**src/rtl/core/cbm_pkg.sv**
```systemverilog
// ----------------------------------------------------------------------------
// cbm_pkg
// Shared types, codes and constants of the cartridge bank mapper.
// ----------------------------------------------------------------------------
`default_nettype none

package cbm_pkg;

  localparam int unsigned ADDR_W         = 18;
  localparam int unsigned BUS_ADDR_W     = 16;
  localparam int unsigned BUS_DATA_W     = 8;
  localparam int unsigned FUNC_W         = 3;
  localparam int unsigned CHR_BANKS      = 8;
  localparam int unsigned CHR_SEL_W      = $clog2(CHR_BANKS);
  localparam int unsigned PRG_BANK_W     = 4;
  localparam int unsigned IRQ_CNT_W      = 16;
  localparam int unsigned CFG_IDX_W      = 2;
  localparam int unsigned CFG_DATA_W     = 18;
  localparam int unsigned IN_TDATA_W     = 32;
  localparam int unsigned OUT_TDATA_W    = 24;
  localparam int unsigned ROM_ADDR_BITS_DEF = 18;

  // bus access kinds
  localparam logic [FUNC_W-1:0] FUNC_CPU_RD = 3'd0;
  localparam logic [FUNC_W-1:0] FUNC_CPU_WR = 3'd1;
  localparam logic [FUNC_W-1:0] FUNC_CHR_RD = 3'd2;
  localparam logic [FUNC_W-1:0] FUNC_CHR_WR = 3'd3;
  localparam logic [FUNC_W-1:0] FUNC_NT     = 3'd4;

  // mapper register offsets (bus_addr[3:0]); offsets below 8 select a pattern bank
  localparam logic [3:0] REG_PRG_BANK  = 4'h8;
  localparam logic [3:0] REG_MIRROR    = 4'h9;
  localparam logic [3:0] REG_IRQ_ACK   = 4'hA;
  localparam logic [3:0] REG_RELOAD_LO = 4'hB;
  localparam logic [3:0] REG_RELOAD_HI = 4'hC;

  // configuration register indexes
  localparam logic [CFG_IDX_W-1:0] CFG_PRG_MASK   = 2'd0;
  localparam logic [CFG_IDX_W-1:0] CFG_CHR_MASK   = 2'd1;
  localparam logic [CFG_IDX_W-1:0] CFG_CHR_IS_RAM = 2'd2;

  // nametable mirroring modes
  localparam logic [1:0] MIRROR_VERT   = 2'd0;
  localparam logic [1:0] MIRROR_HORZ   = 2'd1;
  localparam logic [1:0] MIRROR_ONE_LO = 2'd2;
  localparam logic [1:0] MIRROR_ONE_HI = 2'd3;

  localparam logic [PRG_BANK_W-1:0] FIXED_PRG_BANK = 4'hF;

  typedef struct packed {
    logic [ADDR_W-1:0] prg_mask;
    logic [ADDR_W-1:0] chr_mask;
    logic              chr_is_ram;
  } cbm_cfg_t;

  typedef struct packed {
    logic [CHR_BANKS-1:0][7:0] pattern_bank;
    logic [PRG_BANK_W-1:0]     prog_bank;
    logic [1:0]                mirror;
    logic                      irq_en;
    logic [IRQ_CNT_W-1:0]      irq_cnt;
    logic [IRQ_CNT_W-1:0]      irq_reload;
    logic                      irq_level;
  } cbm_state_t;

  // mask of the low rom_bits bits of an address
  function automatic logic [ADDR_W-1:0] rom_mask(input int unsigned rom_bits);
    logic [ADDR_W-1:0] m;
    m = '0;
    for (int unsigned i = 0; i < ADDR_W; i++) begin
      m[i] = (i < rom_bits);
    end
    return m;
  endfunction

endpackage

`default_nettype wire

```
**src/rtl/core/cbm_state.sv**
```systemverilog
// ----------------------------------------------------------------------------
// cbm_state
// Mapper registers and IRQ down-counter, updated once per accepted bus access.
// ----------------------------------------------------------------------------
`default_nettype none

module cbm_state (
  input  wire logic                              clk_i,
  input  wire logic                              rst_ni,
  input  wire logic                              fire_i,
  input  wire logic [cbm_pkg::FUNC_W-1:0]        func_i,
  input  wire logic [cbm_pkg::BUS_ADDR_W-1:0]    bus_addr_i,
  input  wire logic [cbm_pkg::BUS_DATA_W-1:0]    bus_data_i,
  output cbm_pkg::cbm_state_t                    state_o,
  output logic                                   irq_level_d_o
);
  import cbm_pkg::*;

  cbm_state_t st_q, st_d;
  logic       cpu_access;
  logic       reg_hit;
  logic [3:0] offset;

  assign cpu_access = (func_i == FUNC_CPU_RD) || (func_i == FUNC_CPU_WR);
  assign reg_hit    = bus_addr_i[15] || (bus_addr_i[14] && bus_addr_i[13]);
  assign offset     = bus_addr_i[3:0];

  always_comb begin
    st_d = st_q;
    if (fire_i && cpu_access && st_q.irq_en) begin
      st_d.irq_cnt = st_q.irq_cnt - 1'b1;
      // wrap past zero: raise the line and stop counting
      if (st_q.irq_cnt == '0) begin
        st_d.irq_level = 1'b1;
        st_d.irq_en    = 1'b0;
      end
    end
    if (fire_i && (func_i == FUNC_CPU_WR) && reg_hit) begin
      if (!offset[3]) begin
        st_d.pattern_bank[offset[CHR_SEL_W-1:0]] = bus_data_i;
      end else begin
        unique case (offset)
          REG_PRG_BANK:  st_d.prog_bank = bus_data_i[PRG_BANK_W-1:0];
          REG_MIRROR:    st_d.mirror    = bus_data_i[1:0];
          REG_IRQ_ACK: begin
            st_d.irq_level = 1'b0;
            st_d.irq_en    = bus_data_i[0];
            st_d.irq_cnt   = st_q.irq_reload;
          end
          REG_RELOAD_LO: st_d.irq_reload[7:0]  = bus_data_i;
          REG_RELOAD_HI: st_d.irq_reload[15:8] = bus_data_i;
          default: ;
        endcase
      end
    end
  end

  always_ff @(posedge clk_i or negedge rst_ni) begin
    if (!rst_ni) begin
      st_q <= '0;
    end else begin
      st_q <= st_d;
    end
  end

  assign state_o       = st_q;
  assign irq_level_d_o = st_d.irq_level;

`ifndef NO_ASSERTIONS
  // the timer clears enable when it raises the line, and acknowledge clears the line
  a_level_excl_en: assert property (@(posedge clk_i) disable iff (!rst_ni)
    !(st_q.irq_level && st_q.irq_en))
    else $error("irq line high while counter enabled");

  a_pattern_bank_write: assert property (@(posedge clk_i) disable iff (!rst_ni)
    (fire_i && (func_i == FUNC_CPU_WR) && reg_hit && !offset[3])
    |=> (st_q.pattern_bank[$past(offset[CHR_SEL_W-1:0])] == $past(bus_data_i)))
    else $error("pattern bank write lost");
`endif

endmodule

`default_nettype wire

```
**src/rtl/core/cbm_xlate.sv**
```systemverilog
// ----------------------------------------------------------------------------
// cbm_xlate
// Address translation of one bus access from the current mapper state.
// ----------------------------------------------------------------------------
`default_nettype none

module cbm_xlate #(
  parameter int unsigned ROM_ADDR_BITS = cbm_pkg::ROM_ADDR_BITS_DEF
) (
  input  wire logic [cbm_pkg::FUNC_W-1:0]     func_i,
  input  wire logic [cbm_pkg::BUS_ADDR_W-1:0] bus_addr_i,
  input  wire cbm_pkg::cbm_state_t            state_i,
  input  wire cbm_pkg::cbm_cfg_t              cfg_i,
  output logic [cbm_pkg::ADDR_W-1:0]          mem_addr_o,
  output logic                                mem_valid_o
);
  import cbm_pkg::*;

  localparam logic [ADDR_W-1:0] RomMask = rom_mask(ROM_ADDR_BITS);

  logic [PRG_BANK_W-1:0] prog_bank;
  logic [ADDR_W-1:0]     prg_addr;
  logic [ADDR_W-1:0]     chr_addr;
  logic [ADDR_W-1:0]     nt_addr;
  logic [7:0]            pattern_bank;

  assign prog_bank = bus_addr_i[14] ? FIXED_PRG_BANK : state_i.prog_bank;
  assign prg_addr  = {prog_bank, bus_addr_i[13:0]} & cfg_i.prg_mask & RomMask;

  assign pattern_bank = state_i.pattern_bank[bus_addr_i[12:10]];
  assign chr_addr     = {pattern_bank, bus_addr_i[9:0]} & cfg_i.chr_mask & RomMask;

  always_comb begin
    nt_addr = '0;
    unique case (state_i.mirror)
      MIRROR_VERT:   nt_addr[10:0] = {bus_addr_i[10], bus_addr_i[9:0]};
      MIRROR_HORZ:   nt_addr[10:0] = {bus_addr_i[11], bus_addr_i[9:0]};
      MIRROR_ONE_LO: nt_addr[10:0] = {1'b0, bus_addr_i[9:0]};
      MIRROR_ONE_HI: nt_addr[10:0] = {1'b1, bus_addr_i[9:0]};
      default:       nt_addr = '0;
    endcase
  end

  always_comb begin
    mem_addr_o  = '0;
    mem_valid_o = 1'b0;
    unique case (func_i)
      FUNC_CPU_RD: begin
        if (bus_addr_i[15]) begin
          mem_addr_o  = prg_addr;
          mem_valid_o = 1'b1;
        end
      end
      FUNC_CHR_RD: begin
        mem_addr_o  = chr_addr;
        mem_valid_o = 1'b1;
      end
      FUNC_CHR_WR: begin
        // pattern ROM blocks the write but still reports the address
        mem_addr_o  = chr_addr;
        mem_valid_o = cfg_i.chr_is_ram;
      end
      FUNC_NT: begin
        mem_addr_o  = nt_addr;
        mem_valid_o = 1'b1;
      end
      default: ;
    endcase
  end

endmodule

`default_nettype wire

```
**src/rtl/core/cartridge_bank_mapper_with_irq_counter_core.sv**
```systemverilog
// ----------------------------------------------------------------------------
// cartridge_bank_mapper_with_irq_counter_core
// Cartridge bank mapper with 16-bit IRQ down-counter, stream interface.
// ----------------------------------------------------------------------------
// Takes one bus access item per clock while the result side is not stalled,
// and returns one result item per access, in order. An accepted item sits in
// the input register while the mapper state is updated and its address
// translated, then moves into the result register, which drives m_axis_tvalid_o.
// Throughput is one item per cycle unless m_axis_tready_i stalls the result
// register. The result register decouples the sides, so a new item is taken
// into an empty input register while a finished one waits. Configuration writes are
// applied at once and belong only while no item is in flight.
`default_nettype none

module cartridge_bank_mapper_with_irq_counter_core #(
  parameter int unsigned ROM_ADDR_BITS = cbm_pkg::ROM_ADDR_BITS_DEF
) (
  input  wire logic                               clk_i,
  input  wire logic                               rst_ni,
  input  wire logic                               s_axis_tvalid_i,
  output logic                                    s_axis_tready_o,
  // func[2:0], bus_addr[18:3], bus_data[26:19], zero fill
  input  wire logic [cbm_pkg::IN_TDATA_W-1:0]     s_axis_tdata_i,
  output logic                                    m_axis_tvalid_o,
  input  wire logic                               m_axis_tready_i,
  // mem_addr[17:0], mem_valid[18], irq_line[19], zero fill
  output logic [cbm_pkg::OUT_TDATA_W-1:0]         m_axis_tdata_o,
  input  wire logic                               cfg_we_i,
  input  wire logic [cbm_pkg::CFG_IDX_W-1:0]      cfg_index_i,
  input  wire logic [cbm_pkg::CFG_DATA_W-1:0]     cfg_data_i
);
  import cbm_pkg::*;

  cbm_cfg_t cfg_q;

  logic                  in_valid_q;
  logic [FUNC_W-1:0]     in_func_q;
  logic [BUS_ADDR_W-1:0] in_addr_q;
  logic [BUS_DATA_W-1:0] in_data_q;

  logic                   out_valid_q;
  logic [ADDR_W-1:0]      out_addr_q;
  logic                   out_mem_valid_q;
  logic                   out_irq_q;

  logic                   advance;
  logic                   fire;
  logic                   in_take;
  cbm_state_t             state;
  logic                   irq_level_d;
  logic [ADDR_W-1:0]      mem_addr;
  logic                   mem_valid;

  assign advance         = !out_valid_q || m_axis_tready_i;
  assign fire            = in_valid_q && advance;
  assign s_axis_tready_o = !in_valid_q || advance;
  assign in_take         = s_axis_tvalid_i && s_axis_tready_o;

  always_ff @(posedge clk_i or negedge rst_ni) begin
    if (!rst_ni) begin
      cfg_q.prg_mask   <= '1;
      cfg_q.chr_mask   <= '1;
      cfg_q.chr_is_ram <= 1'b0;
    end else if (cfg_we_i) begin
      unique case (cfg_index_i)
        CFG_PRG_MASK:   cfg_q.prg_mask   <= cfg_data_i[ADDR_W-1:0];
        CFG_CHR_MASK:   cfg_q.chr_mask   <= cfg_data_i[ADDR_W-1:0];
        CFG_CHR_IS_RAM: cfg_q.chr_is_ram <= cfg_data_i[0];
        default: ;
      endcase
    end
  end

  // input register
  always_ff @(posedge clk_i or negedge rst_ni) begin
    if (!rst_ni) begin
      in_valid_q <= 1'b0;
    end else if (s_axis_tready_o) begin
      in_valid_q <= s_axis_tvalid_i;
    end
  end

  always_ff @(posedge clk_i) begin
    if (in_take) begin
      in_func_q <= s_axis_tdata_i[FUNC_W-1:0];
      in_addr_q <= s_axis_tdata_i[FUNC_W+BUS_ADDR_W-1:FUNC_W];
      in_data_q <= s_axis_tdata_i[FUNC_W+BUS_ADDR_W+BUS_DATA_W-1:FUNC_W+BUS_ADDR_W];
    end
  end

  cbm_state u_state (
    .clk_i         (clk_i),
    .rst_ni        (rst_ni),
    .fire_i        (fire),
    .func_i        (in_func_q),
    .bus_addr_i    (in_addr_q),
    .bus_data_i    (in_data_q),
    .state_o       (state),
    .irq_level_d_o (irq_level_d)
  );

  cbm_xlate #(
    .ROM_ADDR_BITS (ROM_ADDR_BITS)
  ) u_xlate (
    .func_i      (in_func_q),
    .bus_addr_i  (in_addr_q),
    .state_i     (state),
    .cfg_i       (cfg_q),
    .mem_addr_o  (mem_addr),
    .mem_valid_o (mem_valid)
  );

  // result register
  always_ff @(posedge clk_i or negedge rst_ni) begin
    if (!rst_ni) begin
      out_valid_q <= 1'b0;
    end else if (advance) begin
      out_valid_q <= in_valid_q;
    end
  end

  always_ff @(posedge clk_i) begin
    if (fire) begin
      out_addr_q      <= mem_addr;
      out_mem_valid_q <= mem_valid;
      out_irq_q       <= irq_level_d;
    end
  end

  assign m_axis_tvalid_o = out_valid_q;
  assign m_axis_tdata_o  = {{(OUT_TDATA_W-ADDR_W-2){1'b0}}, out_irq_q, out_mem_valid_q,
                            out_addr_q};

`ifndef NO_ASSERTIONS
  a_result_follows: assert property (@(posedge clk_i) disable iff (!rst_ni)
    fire |=> out_valid_q)
    else $error("item dropped between input and result register");

  a_irq_matches_state: assert property (@(posedge clk_i) disable iff (!rst_ni)
    fire |=> (out_irq_q == state.irq_level))
    else $error("reported irq line differs from mapper state");

  a_cpu_write_no_access: assert property (@(posedge clk_i) disable iff (!rst_ni)
    (fire && (in_func_q == FUNC_CPU_WR)) |=> (!out_mem_valid_q && (out_addr_q == '0)))
    else $error("cpu register write produced a memory access");
`endif

endmodule

`default_nettype wire
```
**config.mk**
```make
export PLATFORM = sky130hd
export DESIGN_NAME = cartridge_bank_mapper_with_irq_counter_core
export DESIGN_NICKNAME = d
export VERILOG_FILES = /design/src/rtl/core/cbm_pkg.sv /design/src/rtl/core/cbm_state.sv /design/src/rtl/core/cbm_xlate.sv /design/src/rtl/core/cartridge_bank_mapper_with_irq_counter_core.sv
export SDC_FILE = /design/constraint.sdc
export NUM_CORES = 1
export LEC_CHECK = 0
export BUFFER_PORTS_ARGS = -buffer_cell sky130_fd_sc_hd__clkbuf_2
export CAP_MARGIN = 15
export CORE_AREA = 2 2 139 141
export DETAILED_ROUTE_END_ITERATION = 7
export DIE_AREA = 0 0 141 143
export GPL_ROUTABILITY_DRIVEN = 1
export GPL_TIMING_DRIVEN = 0
export PLACE_DENSITY = 0.66
export SYNTH_ARGS = -nofsm -noshare
export SYNTH_HDL_FRONTEND = slang
export SYNTH_SLANG_ARGS = --single-unit
```
**constraint.sdc**
```tcl
create_clock -name clk_i -period 2.75 [get_ports clk_i]
set_clock_uncertainty 0.15 [all_clocks]
set_input_delay 0.275 -clock clk_i [delete_from_list [all_inputs] [get_ports clk_i]]
set_output_delay 0.275 -clock clk_i [all_outputs]
set_load 0.02 [all_outputs]
```
# --- Word level (Yosys, flattened, before mapping) ---
# Cells that the tools add are included.
totals:
  inputBits: 57
  register_bits: 190
  out_inout_bits: 26
classes:
  n_lt_le_gt_ge: 3
  bitwise: 3
  n_mux: 21
  n_reduce_logical: 28
  addsub: 1
  n_eq_ne: 14
ops:
  columns: ["cell", "n"]
  rows:
  - ["$mux 34", 2]
  - ["$bwmux 64", 1]
  - ["$pmux 18 s3", 1]
  - ["$pmux 11 s4", 1]
  - ["$and 18x18->18", 2]
  - ["$mux 17", 2]
  - ["$mux 8", 4]
  - ["$bmux 8 s3", 1]
  - ["$demux 8 s3", 1]
  - ["$eq 4x4->1 const B", 5]
  - ["$mux 18", 1]
  - ["$logic_not 16->1", 1]
  - ["$sub 16x1->16 const B", 1]
  - ["$reduce_and 3->1", 4]
  - ["$logic_and 1x1->1", 8]
  - ["$lt 3x4->1 const B", 2]
  - ["$reduce_and 2->1", 4]
  - ["$eq 2x2->1 const B", 3]
  - ["$eq 3x2->1 const B", 2]
  - ["$mux 1", 5]
  - ["$eq 2x1->1 const B", 2]
  - ["$logic_not 2->1", 2]
  - ["$logic_or 1x1->1", 4]
  - ["$mux 4", 1]
  - ["other kinds (8)", 10]

# --- Logic depth before layout (Yosys ltp) ---
logic_depth:
  ltp_word: 9
  depth_mapped: 9
  ltp_nobuf: 7

# --- By module ---
# A second synthesis with hierarchy kept.
hier_totals:
  cells_unflattened: 581
  hier_area_um2: 8291.7
modules_own_cells:
  columns: ["module", "area_each_um2", "instances", "cells_each"]
  rows:
  - ["cbm_state", 4276.6, 1, 310]
  - ["cartridge_bank_mapper_with_irq_counter_core", 3056.7, 1, 142]
  - ["cbm_xlate", 958.4, 1, 129]

# --- Worst setup path before layout ---
# No wires, ideal clock.
synth_path:
  path_kind: "register to register"
  start: "register out_valid_q (netlist: m_axis_tvalid_o)"
  end: "register u_state.st_q, in the netlist u_state.state_o[10]"
  t_required_ns: 2.475
  path_stages_with_launch: 7
  path_slack_ns: 0.701
  arrival_time_ns: 1.774
  setup_time_ns: 0.125
  cell_sequence: "dfrtp_1 -> nand2b_1 -> and3_1 -> buf_6 -> nand2_2 -> nor4_4 -> mux2_2"
synth_via:
  elab_chain_cells: 6
synth_lines:
  columns: ["element", "line", "text"]
  rows:
  - ["start, declared", "cartridge_bank_mapper_with_irq_counter_core.sv:41", "logic out_valid_q;"]
  - ["start signal, assigned", "cartridge_bank_mapper_with_irq_counter_core.sv:118", "out_valid_q <= in_valid_q;"]
  - ["$logic_not 1->1", "cartridge_bank_mapper_with_irq_counter_core.sv:54", "assign advance = !out_valid_q || m_axis_tready_i;"]
  - ["$logic_or 1x1->1", "cartridge_bank_mapper_with_irq_counter_core.sv:54", null]
  - ["$logic_and 1x1->1", "cartridge_bank_mapper_with_irq_counter_core.sv:55", "assign fire = in_valid_q && advance;"]
  - ["$logic_and 1x1->1 (2 in series)", "cbm_state.sv:38", "if (fire_i && (func_i == FUNC_CPU_WR) && reg_hit) begin"]
  - ["$reduce_and 3->1 (no line)", null, null]
  - ["end signal, assigned", "cbm_state.sv:62", "st_q <= st_d;"]
  - ["end, declared", "cbm_state.sv:19", "cbm_state_t st_q, st_d;"]
# No other way between the ends.
# A chain may end at the register's enable or synchronous reset.

# --- Final worst setup path ---
layout_path:
  start: "register in_addr_q[11]"
  end: "register out_addr_q[14] (data pin)"
layout_via:
  elab_chain_cells: 4
layout_lines:
  columns: ["element", "line", "text"]
  rows:
  - ["start, declared", "cartridge_bank_mapper_with_irq_counter_core.sv:38", "logic [BUS_ADDR_W-1:0] in_addr_q;"]
  - ["start signal, assigned", "cartridge_bank_mapper_with_irq_counter_core.sv:86", "in_addr_q <= s_axis_tdata_i[FUNC_W+BUS_ADDR_W-1:FUNC_W];"]
  - ["$bmux 8 s3", "cbm_xlate.sv:30", "assign pattern_bank = state_i.pattern_bank[bus_addr_i[12:10]];"]
  - ["$mux 8 (not written as such)", "cbm_xlate.sv:30", null]
  - ["$and 18x18->18", "cbm_xlate.sv:31", "assign chr_addr = {pattern_bank, bus_addr_i[9:0]} & cfg_i.chr_mask & RomMask;"]
  - ["$pmux 18 s3", "cbm_xlate.sv:47", "unique case (func_i)"]
  - ["end signal, assigned", "cartridge_bank_mapper_with_irq_counter_core.sv:124", "out_addr_q <= mem_addr;"]
  - ["end, declared", "cartridge_bank_mapper_with_irq_counter_core.sv:42", "logic [ADDR_W-1:0] out_addr_q;"]
# No other way between the ends. The select of a mux whose other input is x is not followed.

==> impl_metrics.env <==
export IMPL_cts_tree="built"
export IMPL_hold_ws_ps=39.0
export IMPL_synthArstFlopShare_pct=75.3
export IMPL_synthFlopType="dfrtp_1"
export IMPL_cap_viol_max_count=0
export IMPL_post_cts_setup_buffers=0
export IMPL_period_needed_ps=2480
export IMPL_fin_util_pct=53.8
export IMPL_power_total_mw=6.85
export IMPL_num_rows=50
export IMPL_synth_edf_count=47
export IMPL_grt_max_degree=109
export IMPL_dpl_worst_slack_ps=141
export IMPL_drv_slew=0
export IMPL_drtIter0Drc=256
export IMPL_grt_pass1_vias=5463
export IMPL_crit_reg2reg_launch="in_addr_q[11]"
export IMPL_die_h_microns=143
export IMPL_outcome="finished, final reports clean"
export IMPL_grt_remaining_overflow=0
export IMPL_post_dp_hpwl_mm=12.4
export IMPL_period_share_pct=90.2
export IMPL_fillers=1565
export IMPL_die_area_sq_um=20200
export IMPL_drive_gt1_share_pct=44.2
export IMPL_seq_area_frac_synth_pct=61.0
export IMPL_grt_setup_unrepaired="no"
export IMPL_power_density_nw_per_um2=685
export IMPL_critical_path_arrival_ps=2500
export IMPL_hold_violations=0
export IMPL_slew_headroom_pct=26.1
export IMPL_antenna_found_initial=0
export IMPL_cts_buffer_depth=2
export IMPL_ant_nets=0
export IMPL_fin_nets=760
export IMPL_synthTopCellsByArea="dfrtp_1 (32%), edfxtp_1 (17%), mux2_2 (16%)"
export IMPL_clk_latency_ps=430
export IMPL_worstHoldStart="m_axis_tready_i"
export IMPL_cp_end_kind="flip-flop"
export IMPL_drc=0
export IMPL_ioPinCount=83
export IMPL_peakVddDrop_mv=0.368
export IMPL_synth_seq_cells=190
export IMPL_gp_congestion=0.806
export IMPL_routed_via_density=5.32
export IMPL_syn_to_final_growth_pct=21.0
export IMPL_htreeDepth=4
export IMPL_grt_pass1_wl_mm=29.4
export IMPL_worstPathRequired_ps=2770
export IMPL_finalSetupViolations=0
export IMPL_numCtsBuffers=17
export IMPL_setup_ws_ps=269
export IMPL_cts_root_buffer="clkbuf_16"
export IMPL_port_buffers=73
export IMPL_start_util_pct=44.5
export IMPL_critical_path_class="reg2reg"
export IMPL_fmax_mhz=403
export IMPL_synth_cell_types=57
export IMPL_syn_avg_cell_area_sq_um=14.8
export IMPL_cp_startpoint="in_addr_q[11]"
export IMPL_totalWireLength_mm=18.3
export IMPL_grt_usage_pct=19.2
export IMPL_synth_area_sq_um=8260
export IMPL_synth_top_area_share_pct=32.4
export IMPL_yosysMostFrequentCell="mux2_2"
export IMPL_drt_wirelength_per_cell_microns=19.2
export IMPL_worst_slew_pin_slew_ps=1110
export IMPL_clk_pin_slew_ps=70
export IMPL_startpoint_type="flip-flop"
export IMPL_critPathMaxFanout=10
export IMPL_power_leakage_nw=4.30
export IMPL_hp_class="in2reg"
export IMPL_fp_dieW_microns=141
export IMPL_ys_warn_count=0
export IMPL_yosysTopAreaCell="dfrtp_1"
export IMPL_fin_area_sq_um=10000
export IMPL_ys_top_cells_by_count="mux2_2 (116), dfrtp_1 (107), edfxtp_1 (47)"
export IMPL_firstDrtPassIters=5
export IMPL_place_area_sq_um=8970
export IMPL_placeableCoreArea_sq_um=18600
export IMPL_n_antenna_cell=0
export IMPL_vias=5052
export IMPL_syn_inst=558
export IMPL_clock_sinks=190
power by group:
group          internal, mW  switching (mW)  total, mW
sequential             3.33           0.241       3.57
clock                  1.27            1.03       2.30
combinational         0.489           0.495      0.984
total                  5.08            1.77       6.85
critical path, stage by stage, from the launching register on:
cell	delay, ps
edfxtp_1	320
clkbuf_1	550
clkbuf_2	420
mux4_2	350
mux2i_1	290
o21ai_0	140
state kept, by name, indices dropped and copies added (netlist names):
| register | flops |
|---|---|
| out_irq_q | 1 |
| in_valid_q | 1 |
| in_addr_q | 16 |
| m_axis_tvalid_o | 1 |
| in_data_q | 8 |
| cfg_q | 37 |
| in_func_q | 3 |
| out_mem_valid_q | 1 |
| out_addr_q | 18 |
| u_state.state_o | 104 |
final cells by class:
class,instances,area [sq um],area share (%)
flip-flops and latches,190,5030,50.4
plain buffers,32,173,1.73
repair buffers,122,880,8.80
clock inverters,7,55.1,0.551
clock buffers,25,497,4.97
multi-input cells,335,3050,30.5
well taps,234,293,2.93
inverters,4,15.0,0.150
routing by layer:
layer / GRT usage (%) / wire length, microns / up-vias
li1: - / - / 2315
met5: 0 / 0 / -
met2: 32.6 / 9170 / 108
met1: 25.0 / 8200 / 2610
met3: 4.09 / 679 / 19
met4: 5.42 / 207 / 0
placed cells by master (no fill, tap or decap), types with 5 or more instances in the layout:
cell type	count
a221oi_1	11
o21ai_0	19
mux2_2	116
edfxtp_1	47
nor2_1	22
mux4_2	16
nand2b_1	6
nand3_1	7
mux2_4	8
buf_1	5
dfstp_2	36
nor2_2	7
nor3_2	5
clkbuf_2	73
xnor2_1	11
clkbuf_16	18
or3_1	5
dlygate4sd3_1	47
buf_2	5
mux2i_1	8
dfrtp_1	107
buf_4	7
nand2_1	36
clkbuf_1	17
final timing paths:
| check | end | slack (ps) | depth (start not counted) |
|---|---|---|---|
| worst max-delay path | out_addr_q[14] | 270 | 5 |
| worst min-delay path | in_valid_q | 40 | 3 |
| worst max register to register | out_addr_q[14] | 270 | 5 |
| worst min register to register | u_state.state_o[20] | 340 | 2 |
| max in group asynchronous | cfg_q[15] | 1470 | 3 |
| min in group asynchronous | u_state.state_o[23] | 170 | 2 |
kinds of logic (layout without fill, tap and decap cells):
logic type / after synthesis / count (layout) / synth area share [%]
muxes: 149 / 149 / 22.7
xor gates and xnor gates: 15 / 15 / 1.59
other: 1 / 4 / 0.0454
and+or+nand+nor: 122 / 122 / 8.86
buffers and inverters: 36 / 190 / 2.26
AOI/OAI and AO/OA: 44 / 44 / 3.39
adders and majority gates: 1 / 1 / 0.151
DFF: 190 / 190 / 61.0
through the flow:
step / instances / TNS, ps
after floorplan: 561 / 0
after global placement: 868 / -103300
after CTS: 949 / 0
after global routing: 949 / 0
final: 949 / 0
after detailed placement: 870 / 0
what timing repair did:
action	in CTS	in global routing
resized for setup	0	2
hold buffers	47	0
endpoints found under the setup margin	0	3
hold endpoints to repair	100	0
Note: power is estimated with default switching activity, not from simulation.
